--- src/hdl/tbl_pkg.sv ---
// Shared types, codes and constants of the template brace lexer.
package tbl_pkg;

  // Byte codes
  localparam logic [7:0] CH_LBRACE = 8'h7B;
  localparam logic [7:0] CH_RBRACE = 8'h7D;
  localparam logic [7:0] CH_SPACE  = 8'h20;
  localparam logic [7:0] CH_TAB    = 8'h09;
  localparam logic [7:0] CH_CR     = 8'h0D;
  localparam logic [7:0] CH_LF     = 8'h0A;

  // Result token kinds
  localparam logic [1:0] KIND_TEXT  = 2'd0;
  localparam logic [1:0] KIND_IDENT = 2'd1;
  localparam logic [1:0] KIND_OPEN  = 2'd2;
  localparam logic [1:0] KIND_CLOSE = 2'd3;

  // Open token codes
  localparam logic [1:0] TK_NONE  = 2'd0;
  localparam logic [1:0] TK_TEXT  = 2'd1;
  localparam logic [1:0] TK_IDENT = 2'd2;

  // Held brace codes
  localparam logic [1:0] PB_NONE  = 2'd0;
  localparam logic [1:0] PB_OPEN  = 2'd1;
  localparam logic [1:0] PB_CLOSE = 2'd2;

  // Configuration register indexes
  localparam logic [1:0] REG_IDENT_MAX = 2'd0;
  localparam logic [1:0] REG_TEXT_MAX  = 2'd1;

  localparam logic [6:0] IDENT_MAX_RST = 7'd99;
  localparam logic [9:0] TEXT_MAX_RST  = 10'd1023;

  // Result queue geometry
  localparam int Q_DEPTH = 4;
  localparam int Q_AW    = $clog2(Q_DEPTH);

  typedef struct packed {
    logic       in_var;
    logic [1:0] pend;
    logic [1:0] tk;
    logic [9:0] tlen;
    logic       skip;
  } lex_state_t;

  typedef struct packed {
    logic [1:0] kind;
    logic [7:0] ch;
    logic       first;
  } tok_t;

  // Results caused by one input byte (cnt is 0, 1 or 2)
  typedef struct packed {
    logic [1:0] cnt;
    tok_t       r0;
    tok_t       r1;
  } q_entry_t;

  typedef struct packed {
    lex_state_t st;
    q_entry_t   ent;
  } lex_ctx_t;

  typedef struct packed {
    logic     push;
    q_entry_t ent;
  } q_wr_t;

  typedef struct packed {
    logic     valid;
    logic     full;
    q_entry_t ent;
  } q_rd_t;

endpackage

--- src/hdl/tbl_front.sv ---
// Front part: accepts bytes, runs the lexer state and forms result entries.
module tbl_front import tbl_pkg::*; (
  input  logic       clk,
  input  logic       rst_n,
  input  logic       cfg_valid,
  input  logic [1:0] cfg_index,
  input  logic [9:0] cfg_data,
  input  logic       in_valid,
  input  logic [7:0] in_char,
  input  logic       in_end,
  input  logic       q_full,
  output logic       in_ready,
  output q_wr_t      q_wr
);

  logic [6:0] ident_max_r;
  logic [9:0] text_max_r;
  lex_state_t state_r;
  lex_ctx_t   ctx_nxt;
  logic       take;

  function automatic logic is_ws(input logic [7:0] c);
    return (c == CH_SPACE) || (c == CH_TAB) || (c == CH_CR) || (c == CH_LF);
  endfunction

  function automatic logic is_brace(input logic [7:0] c);
    return (c == CH_LBRACE) || (c == CH_RBRACE);
  endfunction

  function automatic lex_ctx_t f_emit(input lex_ctx_t x, input logic [1:0] kind,
                                      input logic [7:0] c, input logic first);
    tok_t t;
    t.kind  = kind;
    t.ch    = (kind == KIND_TEXT || kind == KIND_IDENT) ? c : 8'd0;
    t.first = first;
    if (x.ent.cnt == 2'd0) begin
      x.ent.r0  = t;
      x.ent.cnt = 2'd1;
    end else if (x.ent.cnt == 2'd1) begin
      x.ent.r1  = t;
      x.ent.cnt = 2'd2;
    end
    return x;
  endfunction

  function automatic logic at_cap(input lex_state_t s, input logic [6:0] im,
                                  input logic [9:0] tm);
    logic [9:0] c;
    c = (s.tk == TK_IDENT) ? {3'd0, im} : tm;
    if (c == 10'd0) c = 10'd1;
    return s.tlen >= c;
  endfunction

  function automatic lex_ctx_t f_close(input lex_ctx_t x);
    x.st.skip = (x.st.tk == TK_IDENT);
    x.st.tk   = TK_NONE;
    x.st.tlen = 10'd0;
    return x;
  endfunction

  function automatic lex_ctx_t f_start(input lex_ctx_t x, input logic [7:0] c,
                                       input logic [6:0] im, input logic [9:0] tm);
    x.st.tk   = x.st.in_var ? TK_IDENT : TK_TEXT;
    x.st.tlen = 10'd1;
    x.st.skip = 1'b0;
    x = f_emit(x, (x.st.tk == TK_IDENT) ? KIND_IDENT : KIND_TEXT, c, 1'b1);
    if (at_cap(x.st, im, tm)) x = f_close(x);
    return x;
  endfunction

  function automatic lex_ctx_t f_boundary(input lex_ctx_t x, input logic [7:0] c,
                                          input logic [6:0] im, input logic [9:0] tm);
    if (x.st.skip && is_ws(c)) begin
      return x;
    end
    if (is_brace(c)) begin
      x.st.pend = (c == CH_LBRACE) ? PB_OPEN : PB_CLOSE;
      x.st.skip = 1'b0;
      return x;
    end
    return f_start(x, c, im, tm);
  endfunction

  function automatic lex_ctx_t f_feed(input lex_ctx_t x, input logic [7:0] c,
                                      input logic [6:0] im, input logic [9:0] tm);
    logic ends;
    if (x.st.tk == TK_TEXT || x.st.tk == TK_IDENT) begin
      ends = (x.st.tk == TK_TEXT) ? is_brace(c) : is_ws(c);
      if (ends) begin
        x = f_close(x);
        return f_boundary(x, c, im, tm);
      end
      x.st.tlen = x.st.tlen + 10'd1;
      x = f_emit(x, (x.st.tk == TK_IDENT) ? KIND_IDENT : KIND_TEXT, c, 1'b0);
      if (at_cap(x.st, im, tm)) x = f_close(x);
      return x;
    end
    return f_boundary(x, c, im, tm);
  endfunction

  // Advance the lexer by one byte
  always_comb begin
    logic [7:0] held;
    lex_ctx_t   x;
    held  = CH_LBRACE;
    x.st  = state_r;
    x.ent = '0;
    if (x.st.pend == PB_OPEN || x.st.pend == PB_CLOSE) begin
      held      = (x.st.pend == PB_OPEN) ? CH_LBRACE : CH_RBRACE;
      x.st.pend = PB_NONE;
      if (in_char == held) begin
        if (held == CH_LBRACE) begin
          x.st.in_var = 1'b1;
          x.st.skip   = 1'b1;
          x = f_emit(x, KIND_OPEN, 8'd0, 1'b1);
        end else begin
          x.st.in_var = 1'b0;
          x.st.skip   = 1'b0;
          x = f_emit(x, KIND_CLOSE, 8'd0, 1'b1);
        end
      end else begin
        x = f_start(x, held, ident_max_r, text_max_r);
        x = f_feed(x, in_char, ident_max_r, text_max_r);
      end
    end else begin
      x.st.pend = PB_NONE;
      x = f_feed(x, in_char, ident_max_r, text_max_r);
    end
    // Flush a held brace and return to start at stream end
    if (in_end) begin
      if (x.st.pend == PB_OPEN || x.st.pend == PB_CLOSE) begin
        held      = (x.st.pend == PB_OPEN) ? CH_LBRACE : CH_RBRACE;
        x.st.pend = PB_NONE;
        x = f_start(x, held, ident_max_r, text_max_r);
      end
      x.st = '{in_var: 1'b0, pend: PB_NONE, tk: TK_NONE, tlen: 10'd0, skip: 1'b1};
    end
    ctx_nxt = x;
  end

  assign in_ready    = !q_full;
  assign take        = in_valid && in_ready;
  assign q_wr.push   = take && (ctx_nxt.ent.cnt != 2'd0);
  assign q_wr.ent    = ctx_nxt.ent;

  // Hold lexer state; advance on each transfer
  always_ff @(posedge clk) begin
    if (!rst_n) begin
      state_r <= '{in_var: 1'b0, pend: PB_NONE, tk: TK_NONE, tlen: 10'd0, skip: 1'b1};
    end else if (take) begin
      state_r <= ctx_nxt.st;
    end
  end

  // Configuration registers
  always_ff @(posedge clk) begin
    if (!rst_n) begin
      ident_max_r <= IDENT_MAX_RST;
      text_max_r  <= TEXT_MAX_RST;
    end else if (cfg_valid) begin
      case (cfg_index)
        REG_IDENT_MAX: ident_max_r <= cfg_data[6:0];
        REG_TEXT_MAX:  text_max_r  <= cfg_data;
        default: ;
      endcase
    end
  end

  a_push_has_results: assert property (@(posedge clk) disable iff (!rst_n)
    q_wr.push |-> (q_wr.ent.cnt == 2'd1 || q_wr.ent.cnt == 2'd2))
    else $error("entry pushed with no results");

endmodule

--- src/hdl/tbl_queue.sv ---
// Short queue of result entries between the front and back parts.
module tbl_queue import tbl_pkg::*; (
  input  logic  clk,
  input  logic  rst_n,
  input  q_wr_t q_wr,
  input  logic  pop,
  output q_rd_t q_rd
);

  q_entry_t          mem_r [Q_DEPTH];
  logic [Q_AW-1:0]   wptr_r;
  logic [Q_AW-1:0]   rptr_r;
  logic [Q_AW:0]     count_r;
  logic [Q_AW:0]     count_nxt;

  assign q_rd.valid = (count_r != '0);
  assign q_rd.full  = (count_r == (Q_AW+1)'(Q_DEPTH));
  assign q_rd.ent   = mem_r[rptr_r];

  // Track fill level
  always_comb begin
    count_nxt = count_r;
    if (q_wr.push && !pop) count_nxt = count_r + 1'b1;
    else if (!q_wr.push && pop) count_nxt = count_r - 1'b1;
  end

  always_ff @(posedge clk) begin
    if (!rst_n) begin
      wptr_r  <= '0;
      rptr_r  <= '0;
      count_r <= '0;
    end else begin
      if (q_wr.push) wptr_r <= wptr_r + 1'b1;
      if (pop)       rptr_r <= rptr_r + 1'b1;
      count_r <= count_nxt;
    end
  end

  // Store entries
  always_ff @(posedge clk) begin
    if (q_wr.push) mem_r[wptr_r] <= q_wr.ent;
  end

  a_no_overflow: assert property (@(posedge clk) disable iff (!rst_n)
    !(q_wr.push && !pop && q_rd.full))
    else $error("queue push while full");

  a_no_underflow: assert property (@(posedge clk) disable iff (!rst_n)
    pop |-> q_rd.valid)
    else $error("queue pop while empty");

endmodule

--- src/hdl/tbl_back.sv ---
// Back part: splits queued entries into single results behind an output register.
module tbl_back import tbl_pkg::*; (
  input  logic  clk,
  input  logic  rst_n,
  input  q_rd_t q_rd,
  output logic  pop,
  input  logic  out_ready,
  output logic  out_valid,
  output tok_t  out_tok,
  output logic  out_last
);

  logic sel_r;
  logic sel_nxt;
  logic valid_r;
  tok_t tok_r;
  logic last_r;
  logic load;
  logic last_nxt;

  // Load the output register when it is empty or being drained
  assign load     = q_rd.valid && (!valid_r || out_ready);
  assign last_nxt = sel_r || (q_rd.ent.cnt == 2'd1);
  assign pop      = load && last_nxt;

  always_comb begin
    sel_nxt = sel_r;
    if (load) sel_nxt = !last_nxt;
  end

  always_ff @(posedge clk) begin
    if (!rst_n) begin
      valid_r <= 1'b0;
      sel_r   <= 1'b0;
    end else begin
      sel_r <= sel_nxt;
      if (load) valid_r <= 1'b1;
      else if (out_ready) valid_r <= 1'b0;
    end
  end

  always_ff @(posedge clk) begin
    if (load) begin
      tok_r  <= sel_r ? q_rd.ent.r1 : q_rd.ent.r0;
      last_r <= last_nxt;
    end
  end

  assign out_valid = valid_r;
  assign out_tok   = tok_r;
  assign out_last  = last_r;

  a_second_follows: assert property (@(posedge clk) disable iff (!rst_n)
    (load && !last_nxt) |=> sel_r)
    else $error("second result of an entry not selected");

endmodule

--- src/hdl/template_brace_lexer.sv ---
// Top level of the template brace lexer.
// Takes one template byte per cycle unless the queue is full and emits one
// result per token byte ({{ and }} give one open or close result each) via
// the queue and the output register. The output port moves one result per
// cycle while out_tready is high, so a byte that gives two results (a held
// lone brace flushed together with the next byte) needs a second output
// transfer; the four-entry queue between the lexer front and the output
// stage absorbs this. Bytes with no result (skipped whitespace, a brace held
// for lookahead) are still consumed. Configuration writes are taken at once.
module template_brace_lexer import tbl_pkg::*; (
  input  logic       clk,
  input  logic       rst_n,
  input  logic       cfg_valid,
  output logic       cfg_ready,
  input  logic [1:0] cfg_index,
  input  logic [9:0] cfg_data,
  input  logic       in_tvalid,
  output logic       in_tready,
  input  logic [7:0] in_tdata,   // [7:0] char_in
  input  logic       in_tlast,   // stream_end
  output logic       out_tvalid,
  input  logic       out_tready,
  output logic [7:0] out_tdata,  // [7:0] char_out
  output logic [2:0] out_tuser,  // [1:0] tok_kind, [2] tok_first
  output logic       out_tlast   // run_last
);

  q_wr_t q_wr;
  q_rd_t q_rd;
  logic  pop;
  tok_t  tok;

  assign cfg_ready = 1'b1;

  tbl_front u_front (
    .clk       (clk),
    .rst_n     (rst_n),
    .cfg_valid (cfg_valid),
    .cfg_index (cfg_index),
    .cfg_data  (cfg_data),
    .in_valid  (in_tvalid),
    .in_char   (in_tdata),
    .in_end    (in_tlast),
    .q_full    (q_rd.full),
    .in_ready  (in_tready),
    .q_wr      (q_wr)
  );

  tbl_queue u_queue (
    .clk   (clk),
    .rst_n (rst_n),
    .q_wr  (q_wr),
    .pop   (pop),
    .q_rd  (q_rd)
  );

  tbl_back u_back (
    .clk       (clk),
    .rst_n     (rst_n),
    .q_rd      (q_rd),
    .pop       (pop),
    .out_ready (out_tready),
    .out_valid (out_tvalid),
    .out_tok   (tok),
    .out_last  (out_tlast)
  );

  assign out_tdata = tok.ch;
  assign out_tuser = {tok.first, tok.kind};

endmodule
--- config.mk ---
export PLATFORM = sky130hd
export DESIGN_NAME = template_brace_lexer
export DESIGN_NICKNAME = d
export VERILOG_FILES = /design/src/hdl/tbl_pkg.sv /design/src/hdl/tbl_front.sv /design/src/hdl/tbl_queue.sv /design/src/hdl/tbl_back.sv /design/src/hdl/template_brace_lexer.sv
export SDC_FILE = /design/constraint.sdc
export NUM_CORES = 1
export LEC_CHECK = 0
export BUFFER_PORTS_ARGS = -buffer_cell sky130_fd_sc_hd__buf_2
export CAP_MARGIN = 20
export CORE_UTILIZATION = 30
export DETAILED_ROUTE_END_ITERATION = 6
export PLACE_DENSITY = 0.5
export SYNTH_ARGS = -nofsm -noshare
export SYNTH_HDL_FRONTEND = slang
export SYNTH_SLANG_ARGS = --single-unit
--- constraint.sdc ---
create_clock -name clk -period 5.7 [get_ports clk]
set_input_delay 0.57 -clock clk [delete_from_list [all_inputs] [get_ports clk]]
set_output_delay 0.57 -clock clk [all_outputs]
set_load 0.01 [all_outputs]
# After elaboration in Yosys (flattened, before gate mapping)
# Memory sizes are Yosys's and may differ from the RTL's. A register that Yosys moved wholly into a read port is not among the register bits.
# Cells that the tools add are included.
word_totals:
  input_bits: 26
  ram_bits: 96
  word_cells: 333
  mem_count: 1
  reg_bits: 54
mem_list:
  columns: ["name", "depth", "word_bits", "read_ports", "rd_ports_with_merged_regs", "write_ports", "line_no", "rtl"]
  rows:
  - ["u_queue.mem_r", 4, 24, 1, 1, 1, "tbl_queue.sv:10", "q_entry_t mem_r [Q_DEPTH];"]
op_classes:
  reduce_logical: 58
  n_eq_ne: 39
  magnitude_cmp: 7
  mux: 206
  addsub: 6
ops:
  columns: ["cell", "n"]
  rows:
  - ["$mux W40", 40]
  - ["$mux W10", 41]
  - ["$mux W37", 11]
  - ["$mux W11", 19]
  - ["$mux W8", 8]
  - ["$logic_not A10 Y1", 6]
  - ["$mux W1", 58]
  - ["$ge A1 B10 Y1 const A", 5]
  - ["$mux W2", 24]
  - ["$eq A2 B1 Y1 const B", 18]
  - ["$logic_not A2 Y1", 14]
  - ["$eq A8 B4 Y1 const B", 3]
  - ["$eq A8 B7 Y1 const B", 3]
  - ["$mux W24", 1]
  - ["$eq A2 B2 Y1 const B", 11]
  - ["$add A10 B1 Y10 const B", 2]
  - ["$ge A10 B10 Y1", 2]
  - ["$logic_or A1 B1 Y1", 17]
  - ["$mux W3", 4]
  - ["$logic_and A1 B1 Y1", 10]
  - ["$eq A8 B6 Y1 const B", 1]
  - ["$eq A8 B8 Y1", 1]
  - ["$reduce_bool A2 Y1", 3]
  - ["$logic_not A1 Y1", 5]
  - ["other kinds (7)", 9]

# Depth between registers and ports, before layout
depth:
  depth_word: 68
  ltp_mapped: 23
  depth_no_buf: 19

# By module
# Synthesis repeated with hierarchy kept, for this count alone.
unflattened:
  cells_unflattened: 651
  hier_area_um2: 7891.3
modules_own_cells:
  columns: ["module", "instances", "area_each_um2", "cells_each"]
  rows:
  - ["tbl_queue", 1, 3950.0, 169]
  - ["tbl_front", 1, 3301.9, 442]
  - ["tbl_back", 1, 628.1, 38]
  - ["template_brace_lexer", 1, 11.3, 2]

# Worst setup path before layout
# No wires, ideal clock.
synth_path:
  path_type: "input-to-reg"
  startpoint: "input port in_tdata[2]"
  endpoint: "register u_queue.count_r[2]"
  path_slack_ps: 857
  setup_time_ps: 71
  path_stages: 21
  arrival_ps: 4772
  cell_sequence: "buf_6 > or4b_4 > a2111o_1 > nand4_1 > o311ai_0 > o21ai_0 > nand3_1 > ha_1 > nor2b_1 > clkbuf_1 > and2_1 > clkbuf_1 > a21oi_1 > o41a_1 > buf_6 > ha_1 > inv_1 > fa_1 > xor2_1 > or3_1 > a21oi_1"
synth_rtl:
  columns: ["item", "line_no", "rtl"]
  rows:
  - ["start: declaration", "template_brace_lexer.sv:19", "input logic [7:0] in_tdata,"]
  - ["end signal: assignment", "tbl_queue.sv:35", "count_r <= count_nxt;"]
  - ["end: declaration", "tbl_queue.sv:13", "logic [Q_AW:0] count_r;"]

# Final worst setup path
layout_path:
  startpoint: "register u_front.state_r[12] (netlist bit)"
  endpoint: "register u_queue.count_r[2]"
layout_between:
  elab_chain_cells: 34
  word_cells_on_any_way: 66
  classes_between: "add/sub (1); order compare (1); eq/ne (7); mux (44); reduce/logical (13)"
layout_lines:
  columns: ["item", "line_no", "rtl"]
  rows:
  - ["start: declaration", "tbl_front.sv:18", "lex_state_t state_r;"]
  - ["start signal: assignment", "tbl_front.sv:149", "state_r <= '{in_var: 1'b0, pend: PB_NONE, tk: TK_NONE, tlen: 10'd0, skip: 1'b1};"]
  - ["start signal: assignment", "tbl_front.sv:151", "state_r <= ctx_nxt.st;"]
  - ["$eq A2 B1 Y1", "tbl_front.sv:87, tbl_front.sv:88", null]
  - ["$mux W1", "tbl_front.sv:88", "ends = (x.st.tk == TK_TEXT) ? is_brace(c) : is_ws(c);"]
  - ["$mux W37", "tbl_front.sv:89", "if (ends) begin"]
  - ["$mux W40", "tbl_front.sv:87", "if (x.st.tk == TK_TEXT || x.st.tk == TK_IDENT) begin"]
  - ["$mux W40", "tbl_front.sv:108", "if (x.st.pend == PB_OPEN || x.st.pend == PB_CLOSE) begin"]
  - ["$eq A2 B2 Y1", "tbl_front.sv:49, tbl_front.sv:55", null]
  - ["$mux W10", "tbl_front.sv:49", "c = (s.tk == TK_IDENT) ? {3'd0, im} : tm;"]
  - ["$logic_not A10 Y1", "tbl_front.sv:50", "if (c == 10'd0) c = 10'd1;"]
  - ["(+18 left out)", null, null]
  - ["$mux W2", "tbl_front.sv:36", "if (x.ent.cnt == 2'd0) begin"]
  - ["$mux W24", "tbl_front.sv:131", "if (x.st.pend == PB_OPEN || x.st.pend == PB_CLOSE) begin"]
  - ["$mux W40 *", "tbl_front.sv:130", "if (in_end) begin"]
  - ["$reduce_bool A2 Y1 *", "tbl_front.sv:143", "assign q_wr.push = take && (ctx_nxt.ent.cnt != 2'd0);"]
  - ["$logic_and A1 B1 Y1 *", "tbl_front.sv:143", null]
  - ["$logic_not A1 Y1", "tbl_queue.sv:24", "else if (!q_wr.push && pop) count_nxt = count_r - 1'b1;"]
  - ["$logic_and A1 B1 Y1", "tbl_queue.sv:24", null]
  - ["$reduce_bool A2 Y1 (no line)", null, null]
# Every way passes the cells marked *; elsewhere a longest branch is shown, timed or not. The select of a mux whose other input is x is not followed.
# A chain may end at the register's enable or synchronous reset.

==> results.py <==
metrics = {
    "routing": {
        "drcViolationCount": 0,
        "detail_route.wl_per_cell_um": 17.7,
        "detail-route-antenna-nets": 0,
        "firstDrtPassIters": 5,
        "detail_route.wirelength_um": 17300,
        "drt-initial-drc-count": 341,
        "dr_total_vias": 5015,
        "number_of_vias_per_cell": 5.12,
    },
    "layout": {
        "final_core_area_utilization_pct": 35.7,
        "number_of_nets_in_the_layout": 701,
        "fillerInstances": 2342,
        "antenna_cells": 0,
        "layout_common_cells": "sky130_fd_sc_hd__edfxtp_1, sky130_fd_sc_hd__nand2_1, sky130_fd_sc_hd__nor2_1, sky130_fd_sc_hd__dfxtp_1, sky130_fd_sc_hd__buf_2",
        "final_layout_size_suffix_gt1_share_pct": 20.0,
        "area_growth_pct": 15.9,
        "layout.cells.most_common": "sky130_fd_sc_hd__edfxtp_1",
    },
    "grt": {
        "grt_pass1_wl_um": 27100,
        "grt_pass1_vias": 4971,
        "combined_global_route_utilization_of_all_metal_layers_pct": 14.6,
        "grt_max_degree": 27,
        "antenna_found_initial": 0,
        "grt-ovfl-total": 0,
    },
    "synthesis": {
        "syn_nets": 655,
        "yosys_warnings": 0,
        "syn-cell-area_um2": 7280,
        "synth_sequential_area_ratio_pct": 55.0,
        "top_ff_cell_synth": "sky130_fd_sc_hd__edfxtp_1",
        "synth_top_area_cell": "sky130_fd_sc_hd__edfxtp_1",
        "synthArstFlopShare_pct": 0,
        "synth_instances": 602,
        "synth_area_per_cell_um2": 12.1,
        "netlist.area_leader.share_pct": 42.9,
        "synth_cell_types": 77,
        "synth_edf_count": 104,
        "yosys-top-cells-area": "sky130_fd_sc_hd__edfxtp_1, sky130_fd_sc_hd__dfxtp_1, sky130_fd_sc_hd__mux4_2, sky130_fd_sc_hd__ha_1, sky130_fd_sc_hd__nand2_1",
        "synth-seq-cells": 148,
    },
    "timing": {
        "setup_viol_count_final": 0,
        "hold_violation_count_in_the_final_report": 0,
        "fmax_ghz": 0.194,
        "final_worst_path_period_need_ns": 5.17,
        "finalCritPeriodShare_pct": 90.7,
        "worst_hold_slack_ns": 0.366,
        "timing.max_slew.rel_slack_pct": 42.6,
        "rsz0062_at_grt": "false",
        "fin_tns_setup_ns": 0,
        "worstMarginPinSlew_ns": 0.856,
        "final-max-slew-violation-count": 0,
        "clock-skew-final_ns": 0.0113,
    },
    "floorplan": {
        "coreArea_um2": 23600,
        "initial_utilization_pct": 30.8,
        "num_rows": 56,
        "die-height_um": 158,
        "io-pin-count": 41,
        "die_x_um": 158,
        "die_area_um2": 24900,
    },
    "clock_tree": {
        "clock_tree.buffer_depth": 2,
        "ctsResizeCount": 0,
        "tritoncts_num_sinks": 148,
        "post-cts-setup-buffers": 0,
        "number_of_levels_the_h_tree_was_split_into": 4,
        "clock-root-buffer": "sky130_fd_sc_hd__clkbuf_16",
        "cts_hold_repair.buffers": 0,
        "worst_skew_pair.late_latency_ns": 0.43,
        "cts_made_buffers": 17,
        "clkSlewWorstSetupHoldPaths_ns": 0.07,
        "tritoncts": "yes",
    },
    "setup_path": {
        "critical_path_required_ns": 6.03,
        "critical_path.endpoint_type": "flop",
        "arrival_ns": 5.49,
        "cp_max_fo": 8,
        "timing.critical_path.from_type": "flop",
        "path_class": "flop to flop",
    },
    "min_path": {
        "classification_of_the_worst_slack_hold_path": "input pin to flop",
    },
    "place": {
        "numPortBuffers": 39,
        "final_weighted_congestion_of_routability_driven_global_placement": 0.897,
        "dpl.hpwl_um": 12100,
    },
    "power": {
        "power_per_cell_area_nw_per_um2": 393,
        "power.ir.vdd_worst_mv": 0.169,
        "power_consumption_mw": 3.32,
        "p_leak_nw": 3.09,
    },
    "status": {
        "outcome": "finished, final reports clean",
    },
    "run": {
        "timing.max_cap.violations": 0,
    },
}
==> area by class of cell <==
type	instances	area [µm²]	share of cell area, %
timing repair buffer	55	320	3.80
clock buffer	17	425	5.04
tap	319	399	4.73
clock inverter	14	140	1.66
multi-input combinational	409	3090	36.6
inverter	17	63.8	0.756
sequential	148	4000	47.4
==> stage by stage <==
stage	setup slack (ns)	area [µm²]	std cells
4_1_cts	0.644	8420	977
3_5_place_dp	0.267	7850	946
6_report	0.532	8440	979
2_1_floorplan	0.857	7280	602
3_3_place_gp	0.428	7850	946
5_1_grt	0.218	8440	979
==> metal layers <==
layer / part of all wire, % / vias up / GRT usage, %
li1: - / 2387 / -
met1: 46 / 2454 / 18.7
met2: 48 / 156 / 24.3
met3: 5.1 / 18 / 3.72
met4: 1.3 / 0 / 4.30
met5: 0 / - / 0
==> registers in the layout, indices dropped and copies added, names as in the netlist, named ones only <==
name                 count
u_back.out_last          1
u_back.out_tok          11
u_back.out_valid         1
u_back.sel_r             1
u_front.ident_max_r      7
u_front.state_r         16
u_front.text_max_r      10
u_queue.count_r          3
u_queue.mem_r           92
u_queue.rptr_r           2
u_queue.wptr_r           2
==> logic make-up after synthesis <==
logic type / count (synthesis) / share of synthesized area [%]
AO/OA/AOI/OAI: 106 / 10.6
XOR/XNOR: 13 / 1.56
multiplexers: 49 / 10.5
AND/OR/NAND/NOR: 213 / 14.8
buffers and inverters: 45 / 2.66
other: 1 / 0.0515
adder cells (fa/ha/maj): 27 / 4.74
flip-flops: 148 / 55.0
==> final timing paths <==
path | startpoint | end | slack (ns) | cells after the start
worst max-delay path | u_front.state_r[12] | u_queue.count_r[2] | 0.53 | 18
worst max register to register | u_front.state_r[12] | u_queue.count_r[2] | 0.53 | 18
worst min-delay path | cfg_data[9] | u_front.text_max_r[9] | 0.37 | 3
worst min register to register | u_front.text_max_r[0] | u_front.text_max_r[0] | 0.48 | 2
==> synth_stat cells, types with 10 or more instances <==
cell	instances
sky130_fd_sc_hd__a21oi_1	19
sky130_fd_sc_hd__nor2_1	49
sky130_fd_sc_hd__inv_1	13
sky130_fd_sc_hd__ha_1	26
sky130_fd_sc_hd__mux4_2	21
sky130_fd_sc_hd__mux2_2	10
sky130_fd_sc_hd__edfxtp_1	104
sky130_fd_sc_hd__nand2_1	63
sky130_fd_sc_hd__a22oi_1	13
sky130_fd_sc_hd__nand3_1	27
sky130_fd_sc_hd__clkbuf_1	15
sky130_fd_sc_hd__nor3_1	10
sky130_fd_sc_hd__o21ai_0	23
sky130_fd_sc_hd__mux2i_1	18
sky130_fd_sc_hd__dfxtp_1	44
==> where the power goes <==
part	total [mW]	leakage (nW)	internal, mW	switching (mW)
sequential	1.46	1.32	1.37	0.0928
clock	1.07	0.271	0.576	0.497
combinational	0.785	1.50	0.367	0.418
==> worst max-delay path: stages, from the launching register on <==
cell                       delay [ns]
sky130_fd_sc_hd__dfxtp_1         0.38
sky130_fd_sc_hd__inv_1           0.12
sky130_fd_sc_hd__ha_1            0.31
sky130_fd_sc_hd__or4_1           0.62
sky130_fd_sc_hd__nand4_1         0.30
sky130_fd_sc_hd__o311ai_0        0.32
sky130_fd_sc_hd__o21ai_0         0.32
sky130_fd_sc_hd__nand3_1         0.12
sky130_fd_sc_hd__ha_1            0.29
sky130_fd_sc_hd__nor2b_1         0.10
sky130_fd_sc_hd__and2_1          0.28
sky130_fd_sc_hd__a21oi_1         0.18
sky130_fd_sc_hd__o41a_1          0.35
sky130_fd_sc_hd__ha_1            0.24
sky130_fd_sc_hd__inv_1           0.07
sky130_fd_sc_hd__fa_1            0.43
sky130_fd_sc_hd__xor2_1          0.17
sky130_fd_sc_hd__or3_1           0.30
sky130_fd_sc_hd__a21oi_1         0.15
No activity file was read; power rests on OpenSTA's default activity.
